[config.mk]
export PLATFORM = sky130hd
export DESIGN_NAME = coil_contact_test_sequencer_unit_flat
export DESIGN_NICKNAME = d
export VERILOG_FILES = /design/src/sv/ccts_pkg.sv /design/src/sv/ccts_if.sv /design/src/sv/ccts_cfg.sv /design/src/sv/ccts_div.sv /design/src/sv/coil_contact_test_sequencer_unit.sv /design/src/flat_wrapper.sv
export SDC_FILE = /design/constraint.sdc
export NUM_CORES = 1
export LEC_CHECK = 0
export ABC_CLOCK_PERIOD_IN_PS = 10300
export BUFFER_PORTS_ARGS = -buffer_cell sky130_fd_sc_hd__buf_4
export CAP_MARGIN = 10
export CORE_MARGIN = 4
export CORE_UTILIZATION = 45
export CTS_CLUSTER_SIZE = 8
export DETAILED_ROUTE_END_ITERATION = 10
export PLACE_DENSITY_LB_ADDON = 0.12
export SETUP_SLACK_MARGIN = 0.3
export SLEW_MARGIN = 0
export SYNTH_ARGS = -nofsm -noshare
export SYNTH_HDL_FRONTEND = slang
export SYNTH_SLANG_ARGS = --single-unit
[constraint.sdc]
create_clock -name i_clk -period 10.3 [get_ports i_clk]
set_input_delay 3.09 -clock i_clk [delete_from_list [all_inputs] [get_ports i_clk]]
set_output_delay 3.09 -clock i_clk [all_outputs]
set_load 0.02 [all_outputs]
[src/sv/ccts_pkg.sv]
package ccts_pkg;

    localparam int CMD_W    = 2;
    localparam int CUR_W    = 16;
    localparam int CNT_W    = 6;
    localparam int POLL_W   = 8;
    localparam int SUM_W    = 22;
    localparam int RES_W    = 2;
    localparam int CFG_IDX_W  = 2;
    localparam int CFG_DATA_W = 16;

    localparam logic [CMD_W-1:0] CMD_START  = 2'd0;
    localparam logic [CMD_W-1:0] CMD_POLL   = 2'd1;
    localparam logic [CMD_W-1:0] CMD_SAMPLE = 2'd2;

    localparam logic [RES_W-1:0] RC_SUCC    = 2'd0;
    localparam logic [RES_W-1:0] RC_FAIL    = 2'd1;
    localparam logic [RES_W-1:0] RC_RUNNING = 2'd2;

    localparam logic [CFG_IDX_W-1:0] REG_MIN_CURRENT   = 2'd0;
    localparam logic [CFG_IDX_W-1:0] REG_SAMPLE_TOTAL  = 2'd1;
    localparam logic [CFG_IDX_W-1:0] REG_DIVISOR_FLOOR = 2'd2;
    localparam logic [CFG_IDX_W-1:0] REG_POLL_LIMIT    = 2'd3;

    localparam logic [CUR_W-1:0]  RST_MIN_CURRENT   = 16'd100;
    localparam logic [CNT_W-1:0]  RST_SAMPLE_TOTAL  = 6'd20;
    localparam logic [CNT_W-1:0]  RST_DIVISOR_FLOOR = 6'd10;
    localparam logic [POLL_W-1:0] RST_POLL_LIMIT    = 8'd50;

    typedef struct packed {
        logic [CUR_W-1:0]  min_current_ma;
        logic [CNT_W-1:0]  sample_total;
        logic [CNT_W-1:0]  divisor_floor;
        logic [POLL_W-1:0] ping_poll_limit;
    } t_cfg;

    typedef struct packed {
        logic             start;
        logic [SUM_W-1:0] dividend;
        logic [CNT_W-1:0] divisor;
    } t_div_req;

    typedef struct packed {
        logic             done;
        logic [SUM_W-1:0] quotient;
    } t_div_rsp;

endpackage

[src/sv/ccts_if.sv]
interface ccts_in_if;
    logic                       valid;
    logic                       ready;
    logic [ccts_pkg::CMD_W-1:0] cmd;
    logic                       ping_ready;
    logic [ccts_pkg::CUR_W-1:0] sample_ma;
    logic                       read_error;

    modport source (output valid, cmd, ping_ready, sample_ma, read_error, input ready);
    modport sink (input valid, cmd, ping_ready, sample_ma, read_error, output ready);
endinterface

interface ccts_out_if;
    logic                       valid;
    logic                       ready;
    logic [ccts_pkg::RES_W-1:0] result_code;
    logic                       busy_res;
    logic                       open_tx;
    logic                       tx_off;
    logic [ccts_pkg::CUR_W-1:0] avg_current_ma;
    logic                       done_res;

    modport source (output valid, result_code, busy_res, open_tx, tx_off, avg_current_ma,
                    done_res, input ready);
    modport sink (input valid, result_code, busy_res, open_tx, tx_off, avg_current_ma,
                  done_res, output ready);
endinterface

interface ccts_cfg_if;
    logic                            valid;
    logic                            ready;
    logic [ccts_pkg::CFG_IDX_W-1:0]  index;
    logic [ccts_pkg::CFG_DATA_W-1:0] data;

    modport source (output valid, index, data, input ready);
    modport sink (input valid, index, data, output ready);
endinterface

[src/sv/ccts_cfg.sv]
module ccts_cfg (
    input  logic            i_clk,
    input  logic            i_rst_n,
    ccts_cfg_if.sink        i_cfg,
    output ccts_pkg::t_cfg  o_cfg
);
    import ccts_pkg::*;

    t_cfg r_cfg;

    assign i_cfg.ready = 1'b1;
    assign o_cfg       = r_cfg;

    always_ff @(posedge i_clk) begin
        if (!i_rst_n) begin
            r_cfg.min_current_ma  <= RST_MIN_CURRENT;
            r_cfg.sample_total    <= RST_SAMPLE_TOTAL;
            r_cfg.divisor_floor   <= RST_DIVISOR_FLOOR;
            r_cfg.ping_poll_limit <= RST_POLL_LIMIT;
        end else if (i_cfg.valid) begin
            case (i_cfg.index)
                REG_MIN_CURRENT:   r_cfg.min_current_ma  <= i_cfg.data;
                REG_SAMPLE_TOTAL:  r_cfg.sample_total    <= i_cfg.data[CNT_W-1:0];
                REG_DIVISOR_FLOOR: r_cfg.divisor_floor   <= i_cfg.data[CNT_W-1:0];
                REG_POLL_LIMIT:    r_cfg.ping_poll_limit <= i_cfg.data[POLL_W-1:0];
                default: ;
            endcase
        end
    end

endmodule

[src/sv/ccts_div.sv]
module ccts_div (
    input  logic               i_clk,
    input  logic               i_rst_n,
    input  ccts_pkg::t_div_req i_req,
    output ccts_pkg::t_div_rsp o_rsp
);
    import ccts_pkg::*;

    localparam int STEP_W = $clog2(SUM_W);

    logic              r_busy;
    logic              r_done;
    logic [STEP_W-1:0] r_step;
    logic [SUM_W-1:0]  r_q;
    logic [CNT_W-1:0]  r_rem;
    logic [CNT_W-1:0]  r_dvs;
    logic [CNT_W:0]    w_trial;
    logic [CNT_W:0]    w_diff;
    logic              w_fit;

    always_comb begin
        w_trial = {r_rem, r_q[SUM_W-1]};
        w_fit   = w_trial >= {1'b0, r_dvs};
        w_diff  = w_trial - {1'b0, r_dvs};
    end

    assign o_rsp.done     = r_done;
    assign o_rsp.quotient = r_q;

    always_ff @(posedge i_clk) begin
        if (!i_rst_n) begin
            r_busy <= 1'b0;
            r_done <= 1'b0;
            r_step <= '0;
        end else begin
            r_done <= 1'b0;
            if (i_req.start) begin
                r_busy <= 1'b1;
                r_step <= '0;
            end else if (r_busy) begin
                r_step <= r_step + STEP_W'(1);
                if (r_step == STEP_W'(SUM_W - 1)) begin
                    r_busy <= 1'b0;
                    r_done <= 1'b1;
                end
            end
        end
    end

    always_ff @(posedge i_clk) begin
        if (i_req.start) begin
            r_q   <= i_req.dividend;
            r_rem <= '0;
            r_dvs <= i_req.divisor;
        end else if (r_busy) begin
            r_rem <= w_fit ? w_diff[CNT_W-1:0] : w_trial[CNT_W-1:0];
            r_q   <= {r_q[SUM_W-2:0], w_fit};
        end
    end

endmodule

[src/sv/coil_contact_test_sequencer_unit.sv]
// Start, poll and most samples: result registered in the cycle after the transfer.
// For the last sample of a test the sum goes to a 22-step restoring divider, one bit a
// cycle, and the average is then registered. One item at a time: a new input is taken
// only while no division runs and the result register is free or being read.
// Reset (synchronous, active low) returns to idle, clears counters and the average,
// and loads the configuration registers with their defaults.
module coil_contact_test_sequencer_unit (
    input  logic       i_clk,
    input  logic       i_rst_n,
    ccts_in_if.sink    i_in,
    ccts_out_if.source o_out,
    ccts_cfg_if.sink   i_cfg
);
    import ccts_pkg::*;

    typedef enum logic [1:0] {PH_IDLE, PH_PING, PH_SAMPLE} t_phase;
    typedef enum logic {S_RUN, S_DIV} t_ctl;

    t_cfg     w_cfg;
    t_div_req w_div_req;
    t_div_rsp w_div_rsp;

    t_ctl              r_ctl;
    t_phase            r_phase;
    t_phase            n_phase;
    logic [RES_W-1:0]  r_result;
    logic [RES_W-1:0]  n_result;
    logic [POLL_W-1:0] r_poll;
    logic [POLL_W-1:0] n_poll;
    logic [CNT_W-1:0]  r_scount;
    logic [CNT_W-1:0]  n_scount;
    logic [CNT_W-1:0]  r_div;
    logic [CNT_W-1:0]  n_div;
    logic [SUM_W-1:0]  r_sum;
    logic [SUM_W-1:0]  n_sum;
    logic [CUR_W-1:0]  r_avg;
    logic              r_out_valid;
    logic              r_o_busy;
    logic              r_o_open;
    logic              r_o_close;
    logic              r_o_done;
    logic              n_open;
    logic              n_close;
    logic              n_done;
    logic              n_need_div;
    logic [POLL_W-1:0] w_poll_inc;
    logic [CNT_W-1:0]  w_scount_inc;
    logic              w_low;
    logic              w_accept;
    logic [CUR_W-1:0]  w_avg;

    ccts_cfg u_cfg (
        .i_clk   (i_clk),
        .i_rst_n (i_rst_n),
        .i_cfg   (i_cfg),
        .o_cfg   (w_cfg)
    );

    ccts_div u_div (
        .i_clk   (i_clk),
        .i_rst_n (i_rst_n),
        .i_req   (w_div_req),
        .o_rsp   (w_div_rsp)
    );

    assign i_in.ready = (r_ctl == S_RUN) && (!r_out_valid || o_out.ready);
    assign w_accept   = i_in.valid && i_in.ready;

    assign o_out.valid          = r_out_valid;
    assign o_out.result_code    = r_result;
    assign o_out.busy_res       = r_o_busy;
    assign o_out.open_tx        = r_o_open;
    assign o_out.tx_off         = r_o_close;
    assign o_out.avg_current_ma = r_avg;
    assign o_out.done_res       = r_o_done;

    assign w_div_req.start    = w_accept && n_need_div;
    assign w_div_req.dividend = n_sum;
    assign w_div_req.divisor  = n_div;

    assign w_avg = (r_div == '0) ? '0 : w_div_rsp.quotient[CUR_W-1:0];

    always_comb begin
        n_phase    = r_phase;
        n_result   = r_result;
        n_poll     = r_poll;
        n_scount   = r_scount;
        n_div      = r_div;
        n_sum      = r_sum;
        n_open     = 1'b0;
        n_close    = 1'b0;
        n_done     = 1'b0;
        n_need_div = 1'b0;
        w_poll_inc   = r_poll + POLL_W'(1);
        w_scount_inc = r_scount + CNT_W'(1);
        w_low = (i_in.sample_ma < w_cfg.min_current_ma) && (r_div > w_cfg.divisor_floor);
        case (i_in.cmd)
            CMD_START: begin
                if (r_phase == PH_IDLE) begin
                    n_phase = PH_PING;
                    n_poll  = '0;
                    n_open  = 1'b1;
                end else begin
                    n_result = RC_RUNNING;
                end
            end
            CMD_POLL: begin
                if (r_phase == PH_PING) begin
                    if (i_in.ping_ready) begin
                        n_phase  = PH_SAMPLE;
                        n_scount = '0;
                        n_div    = w_cfg.sample_total;
                        n_sum    = '0;
                    end else begin
                        n_poll = w_poll_inc;
                        if (w_poll_inc >= w_cfg.ping_poll_limit) begin
                            n_result = RC_FAIL;
                            n_phase  = PH_IDLE;
                            n_done   = 1'b1;
                        end
                    end
                end
            end
            CMD_SAMPLE: begin
                if (r_phase == PH_SAMPLE) begin
                    if (i_in.read_error) begin
                        n_result = RC_FAIL;
                        n_phase  = PH_IDLE;
                        n_close  = 1'b1;
                        n_done   = 1'b1;
                    end else begin
                        if (w_low) begin
                            n_div = r_div - CNT_W'(1);
                        end else begin
                            n_sum = r_sum + SUM_W'(i_in.sample_ma);
                        end
                        n_scount = w_scount_inc;
                        if (w_scount_inc >= w_cfg.sample_total) begin
                            n_phase    = PH_IDLE;
                            n_close    = 1'b1;
                            n_done     = 1'b1;
                            n_need_div = 1'b1;
                        end
                    end
                end
            end
            default: ;
        endcase
    end

    always_ff @(posedge i_clk) begin
        if (!i_rst_n) begin
            r_ctl       <= S_RUN;
            r_phase     <= PH_IDLE;
            r_result    <= RC_SUCC;
            r_poll      <= '0;
            r_scount    <= '0;
            r_div       <= '0;
            r_sum       <= '0;
            r_avg       <= '0;
            r_out_valid <= 1'b0;
            r_o_busy    <= 1'b0;
            r_o_open    <= 1'b0;
            r_o_close   <= 1'b0;
            r_o_done    <= 1'b0;
        end else begin
            if (w_accept) begin
                r_phase   <= n_phase;
                r_result  <= n_result;
                r_poll    <= n_poll;
                r_scount  <= n_scount;
                r_div     <= n_div;
                r_sum     <= n_sum;
                r_o_busy  <= (n_phase != PH_IDLE);
                r_o_open  <= n_open;
                r_o_close <= n_close;
                r_o_done  <= n_done;
                if (n_need_div) begin
                    r_ctl       <= S_DIV;
                    r_out_valid <= 1'b0;
                end else begin
                    r_out_valid <= 1'b1;
                end
            end else if (o_out.ready) begin
                r_out_valid <= 1'b0;
            end
            if (r_ctl == S_DIV && w_div_rsp.done) begin
                r_avg       <= w_avg;
                r_result    <= (w_avg >= w_cfg.min_current_ma) ? RC_SUCC : RC_FAIL;
                r_out_valid <= 1'b1;
                r_ctl       <= S_RUN;
            end
        end
    end

endmodule

[src/flat_wrapper.sv]
// flat-port wrapper written by rule: the top's interface ports become plain ports
module coil_contact_test_sequencer_unit_flat import ccts_pkg::*;
  (i_clk, i_rst_n, i_in_valid, i_in_cmd, i_in_ping_ready, i_in_sample_ma, i_in_read_error, i_in_ready, o_out_valid, o_out_result_code, o_out_busy_res, o_out_open_tx, o_out_tx_off, o_out_avg_current_ma, o_out_done_res, o_out_ready, i_cfg_valid, i_cfg_index, i_cfg_data, i_cfg_ready);
  ccts_in_if i_in_i ();
  ccts_out_if o_out_i ();
  ccts_cfg_if i_cfg_i ();
  input  logic i_clk;
  input  logic i_rst_n;
  input wire logic [$bits(i_in_i.valid)-1:0] i_in_valid;
  input wire logic [$bits(i_in_i.cmd)-1:0] i_in_cmd;
  input wire logic [$bits(i_in_i.ping_ready)-1:0] i_in_ping_ready;
  input wire logic [$bits(i_in_i.sample_ma)-1:0] i_in_sample_ma;
  input wire logic [$bits(i_in_i.read_error)-1:0] i_in_read_error;
  output wire logic [$bits(i_in_i.ready)-1:0] i_in_ready;
  output wire logic [$bits(o_out_i.valid)-1:0] o_out_valid;
  output wire logic [$bits(o_out_i.result_code)-1:0] o_out_result_code;
  output wire logic [$bits(o_out_i.busy_res)-1:0] o_out_busy_res;
  output wire logic [$bits(o_out_i.open_tx)-1:0] o_out_open_tx;
  output wire logic [$bits(o_out_i.tx_off)-1:0] o_out_tx_off;
  output wire logic [$bits(o_out_i.avg_current_ma)-1:0] o_out_avg_current_ma;
  output wire logic [$bits(o_out_i.done_res)-1:0] o_out_done_res;
  input wire logic [$bits(o_out_i.ready)-1:0] o_out_ready;
  input wire logic [$bits(i_cfg_i.valid)-1:0] i_cfg_valid;
  input wire logic [$bits(i_cfg_i.index)-1:0] i_cfg_index;
  input wire logic [$bits(i_cfg_i.data)-1:0] i_cfg_data;
  output wire logic [$bits(i_cfg_i.ready)-1:0] i_cfg_ready;
  assign i_in_i.valid = i_in_valid;
  assign i_in_i.cmd = i_in_cmd;
  assign i_in_i.ping_ready = i_in_ping_ready;
  assign i_in_i.sample_ma = i_in_sample_ma;
  assign i_in_i.read_error = i_in_read_error;
  assign i_in_ready = i_in_i.ready;
  assign o_out_valid = o_out_i.valid;
  assign o_out_result_code = o_out_i.result_code;
  assign o_out_busy_res = o_out_i.busy_res;
  assign o_out_open_tx = o_out_i.open_tx;
  assign o_out_tx_off = o_out_i.tx_off;
  assign o_out_avg_current_ma = o_out_i.avg_current_ma;
  assign o_out_done_res = o_out_i.done_res;
  assign o_out_i.ready = o_out_ready;
  assign i_cfg_i.valid = i_cfg_valid;
  assign i_cfg_i.index = i_cfg_index;
  assign i_cfg_i.data = i_cfg_data;
  assign i_cfg_ready = i_cfg_i.ready;
  coil_contact_test_sequencer_unit u_core (.i_clk(i_clk), .i_rst_n(i_rst_n), .i_in(i_in_i), .o_out(o_out_i), .i_cfg(i_cfg_i));
endmodule
Word level (Yosys, flattened, before mapping)

Cells that the tools add are included.

Flip-flop bits (word level): 145
Output and inout port bits: 25
Word-level logic and storage cells: 151

Equality and inequality tests: 20
Bitwise gates (word level): 3
Mux-type cells: 64
$lt $le $gt $ge: 6
Reduce and logical (&&, ||, !) cells: 29
Add/subtract/negate cells: 6

Operator list:

| operator                                            | number |
|---|---|
| 2-to-1 mux 22 bit                                   | 7 |
| 2-to-1 mux 6 bit                                    | 10 |
| one-hot mux 22 bit (2 select lines)                 | 1 |
| 2-to-1 mux 2 bit                                    | 15 |
| 2-to-1 mux 8 bit                                    | 3 |
| one-hot mux 6 bit (2 select lines)                  | 2 |
| adder 22 x 16 -> 22 bit                             | 1 |
| 2-to-1 mux 1 bit                                    | 21 |
| greater-or-equal comparator 16 bit                  | 1 |
| < comparator 16 bit                                 | 1 |
| 2-to-1 mux 16 bit                                   | 1 |
| one-hot mux 8 bit (2 select lines)                  | 1 |
| one-hot mux 2 bit (3 select lines)                  | 2 |
| AND reduction 2 bit                                 | 5 |
| nonzero test 2 bit                                  | 5 |
| != test 3 x 1 -> 1 bit, second input constant       | 3 |
| adder 8 x 1 -> 8 bit, second input constant         | 1 |
| equality test 2 bit, second input constant          | 4 |
| greater-or-equal comparator 8 bit                   | 1 |
| AND reduction 8 bit                                 | 1 |
| greater-or-equal comparator 7 x 6 -> 1 bit          | 1 |
| adder 6 x 1 -> 6 bit, second input constant         | 1 |
| equality test 2 x 1 -> 1 bit, second input constant | 3 |
| greater-or-equal comparator 6 bit                   | 1 |
| 22 further kinds                                    | 36 |

Longest topological paths before layout

Depth after elaboration: 9
Gate-level depth with buffers: 14
Mapped depth without buffers: 13

Cells and area by module

From an unflattened synthesis, not the netlist that was laid out.

Cells, all modules: 1,047
Area, all modules: 9,143.8 µm²

Modules (own cells, without submodules):

| module                           | area an instance (µm²) | times used | cells each | seq. area each (µm²) |
|---|---|---|---|---|
| coil_contact_test_sequencer_unit | 5,686.7                | 1          | 742        | 1,361.3 |
| ccts_div                         | 1,975.6                | 1          | 157        | 1,101.1 |
| ccts_cfg                         | 1,481.4                | 1          | 148        | 720.7 |

Least setup slack after synthesis

No wires, ideal clock.

Path type: input-to-output
Start point: in o_out_ready
End point: out i_in_ready
Buffers on the path: 0
Arrival: 3.458 ns
Path slack: 3.752 ns
Cell stages on the path: 2
Data required time: 7.210 ns
Cell sequence: nor2b_1 > nor2_1

Longest elaborated chain between the ends: 2

RTL lines:

| item              | line                                   | text |
|---|---|---|
| from (decl)       | flat_wrapper.sv:22                     | `input wire logic [$bits(o_out_i.ready)-1:0] o_out_ready;` |
| logical OR 1 bit  | coil_contact_test_sequencer_unit.sv:66 | `assign i_in.ready = (r_ctl == S_RUN) && (!r_out_valid \|\| o_out.ready);` |
| logical AND 1 bit | coil_contact_test_sequencer_unit.sv:66 |  |
| to (decl)         | flat_wrapper.sv:14                     | `output wire logic [$bits(i_in_i.ready)-1:0] i_in_ready;` |

No other way between the ends.

Worst setup path after layout

Same ends and word-level chain as after synthesis.

==> metrics.txt <==
first-pass GRT wire length=38.43 mm; Yosys cell types=84; cts bufs inserted=17; Tcrit/Tclk final=64.69%; CP endpoint kind=primary output; vias per cell=5.626; Worst-Skew Late Latency=0.42 ns; # clock sinks=145; max cap viols=0; Pwr Density=136.8 nW/um2; ranking of synthesized cells by area=dfxtp_1 26%, ha_1 12%, edfxtp_1 9.5%; Nets=1209; ys async rst share=0%; Layout area overhead=14.08%; outcome=finished clean; CTS tree=done; post-CTS setup buffers=0; nature of the critical path startpoint=input pin; critical path's largest stage delay=0.16 ns; maximum buffer depth of the clock tree=2; Post-DP Area=9547 um2; share of cells above drive strength 1=11.32%; H-tree levels=4; Setup Viol. Count Final=0; WHS=0.4546 ns; CP max FO=3; Die ar.=22020 um2; Final Max Tran Viols=0; fillers=1900; GRT overflow=0; post-synthesis area per instance=8.527 um2; cell taking the most area after synthesis=dfxtp_1; Pre-antenna DRT Iters=7; Seq cells post-synth=145; LEAKAGE=0.004250 uW; Critical Path AT=3.57 ns; pin count of the biggest net entering global routing=61; Ports=68; die height=148.4 um; clock slew at reported path FFs=0.06 ns; initial antenna violation count=0; WS Path Type=input pin to primary output; CP Buf/Inv Count=2; core area=19400 um2; GP Congestion=0.9032; syn nets=1167; number of diodes=0; CP dominant cell by count=buf_4; Initial Utilization=45.72%; Vias=7651; setup tns final=0 ns; fmax=150.1 MHz; number of global-route vias before repair=7143; hold_buf cts=0; Worst Clk Skew=0.009594 ns; post-route cell area=10120 um2; Starting DRT DRC Count=574; number of synthesis warnings=0; VDD IR max=120.4 uV; top cell type's share of synthesized area=26.41%; WP data required=7.21 ns; CTS root buffer=clkbuf_16; wire per inst=17.72 um; gr usage total=21.96%; Hold Path Class=register to register; endpoints failing hold=0; CTS resizes=0; post-route antenna net violation count=0; Buffers on Ports=66; RSZ-0062 raised after global routing=no; dpl hpwl=17.66 mm; num rows=51; cells after synthesis=1040; total wire length=24.10 mm; Worst-Margin Slew=1.069 ns; register area share after synthesis=35.89%; critical path, cell by cell=buf_4 > nor2b_1 > nor2_1 > buf_4; fin crit period=6.663 ns; Post-synth EDFFs=28; Cell Area, Synth=8869 um2; Worst path slowest cell=buf_4; ys flop type=dfxtp_1; Die Width=148.4 um; drt drc=0; Worst path top cell family by delay=buffers and inverters; Max transition margin=28.49%
[routing by layer]
| metal | vias to the layer above | track usage [%] | part of all wire, % |
|---|---|---|---|
| met5 | - | 0 | 0 |
| met4 | 0 | 5.912 | 1.6 |
| met3 | 31 | 3.260 | 5.6 |
| met2 | 201 | 34.30 | 45 |
| met1 | 3562 | 31.86 | 48 |
| li1 | 3857 | - | - |
[path summary, 6_finish.rpt]
kind         cells after the start               endpoint  slack [ns]                  start
max                              4             i_in_ready        3.64            o_out_ready
max reg2reg                     11   u_core.u_div.r_q[19]        6.69     u_core.r_scount[0]
min reg2reg                      2  u_core.u_cfg.o_cfg[2]        0.45  u_core.u_cfg.o_cfg[2]
min                              2  u_core.u_cfg.o_cfg[2]        0.45  u_core.u_cfg.o_cfg[2]
[registers in the layout, summed over array words and instances (netlist names)]
signal and count:
u_core.o_out.busy_res 1, u_core.o_out.open_tx 1, u_core.u_div.r_rem 6, u_core.r_div 6
u_core.o_out.result_code 2, u_core.u_div.r_busy 1, u_core.o_out.avg_current_ma 16, u_core.u_div.r_step 5
u_core.r_sum 22, u_core.r_ctl 1, u_core.o_out.valid 1, u_core.o_out.tx_off 1
u_core.o_out.done_res 1, u_core.r_phase 2, u_core.r_poll 8, u_core.u_div.r_dvs 6
u_core.u_div.r_q 22, u_core.u_div.r_done 1, u_core.r_scount 6, u_core.u_cfg.o_cfg 36
[worst min-delay path, delay by kind of cell (launching register included)]
family           cells  cell delay, ns
flip-flops           1            0.31
AND/OR/NAND/NOR      1            0.05
AO/OA/AOI/OAI        1            0.05
[cells in the final DEF (no fill, tap or decap), types with 6 or more instances in the layout]
master and count:
edfxtp_1 28, or3_1 11, ha_1 82, a22oi_1 17, dfxtp_1 117, a21oi_1 90, nand3_1 24, nand4_1 12
mux2i_1 15, o21a_1 12, inv_1 57, a221oi_1 17, nor2_1 99, clkbuf_16 17, a22o_1 19, o21ai_0 53
nand2_1 124, nand2b_1 11, xor2_1 12, nor3_1 11, and3_1 7, and2_1 19, xnor2_1 14, nor2b_1 6
a21o_1 23, buf_4 72, o211ai_1 12, a31oi_1 9
[synthesized netlist by cell type (all sizes together), types with 14 or more instances]
cell and n:
and2 19, nand2 124, a21oi 92, dfxtp 117
ha 82, o211ai 14, a22oi 17, nor2 99
mux2i 15, nand3 24, clkbuf 39, xnor2 14
o21ai 57, a221oi 17, a22o 19, a21o 23
edfxtp 28, inv 58
[stage by stage]
step	total power [uW]	setup slack (ns)	util, %	std cells
2_1_floorplan	727.2	3.752	-	1040
3_3_place_gp	782.6	3.642	49.21	1328
3_5_place_dp	784.7	3.634	49.21	1328
4_1_cts	1394	3.633	52.15	1360
5_1_grt	1442	3.551	52.15	1360
6_report	1384	3.637	52.15	1360
[logic make-up after synthesis]
kind of cell	synth area share [%]
buf+inv	4.740
other cells	0.04228
xor+xnor	2.568
fa+ha+maj	12.02
flops	35.89
simple gates	18.51
mux	2.116
compound gates	24.11
[area by class of cell]
cell class	instances	area [um2]	area share (%)
Clock buffer	19	432.9	4.279
Multi-Input combinational cell	787	5270	52.09
Inverter	59	221.5	2.189
Tap cell	265	331.6	3.277
Sequential cell	145	3183	31.46
Clock inverter	13	137.6	1.360
Timing Repair Buffer	72	540.5	5.343
[power by group]
part / switching [uW] / internal, uW
Combinational: 109 / 67.3
Clock: 254 / 357
Sequential: 8.66 / 589
Power figures use the tool's default switching activity.
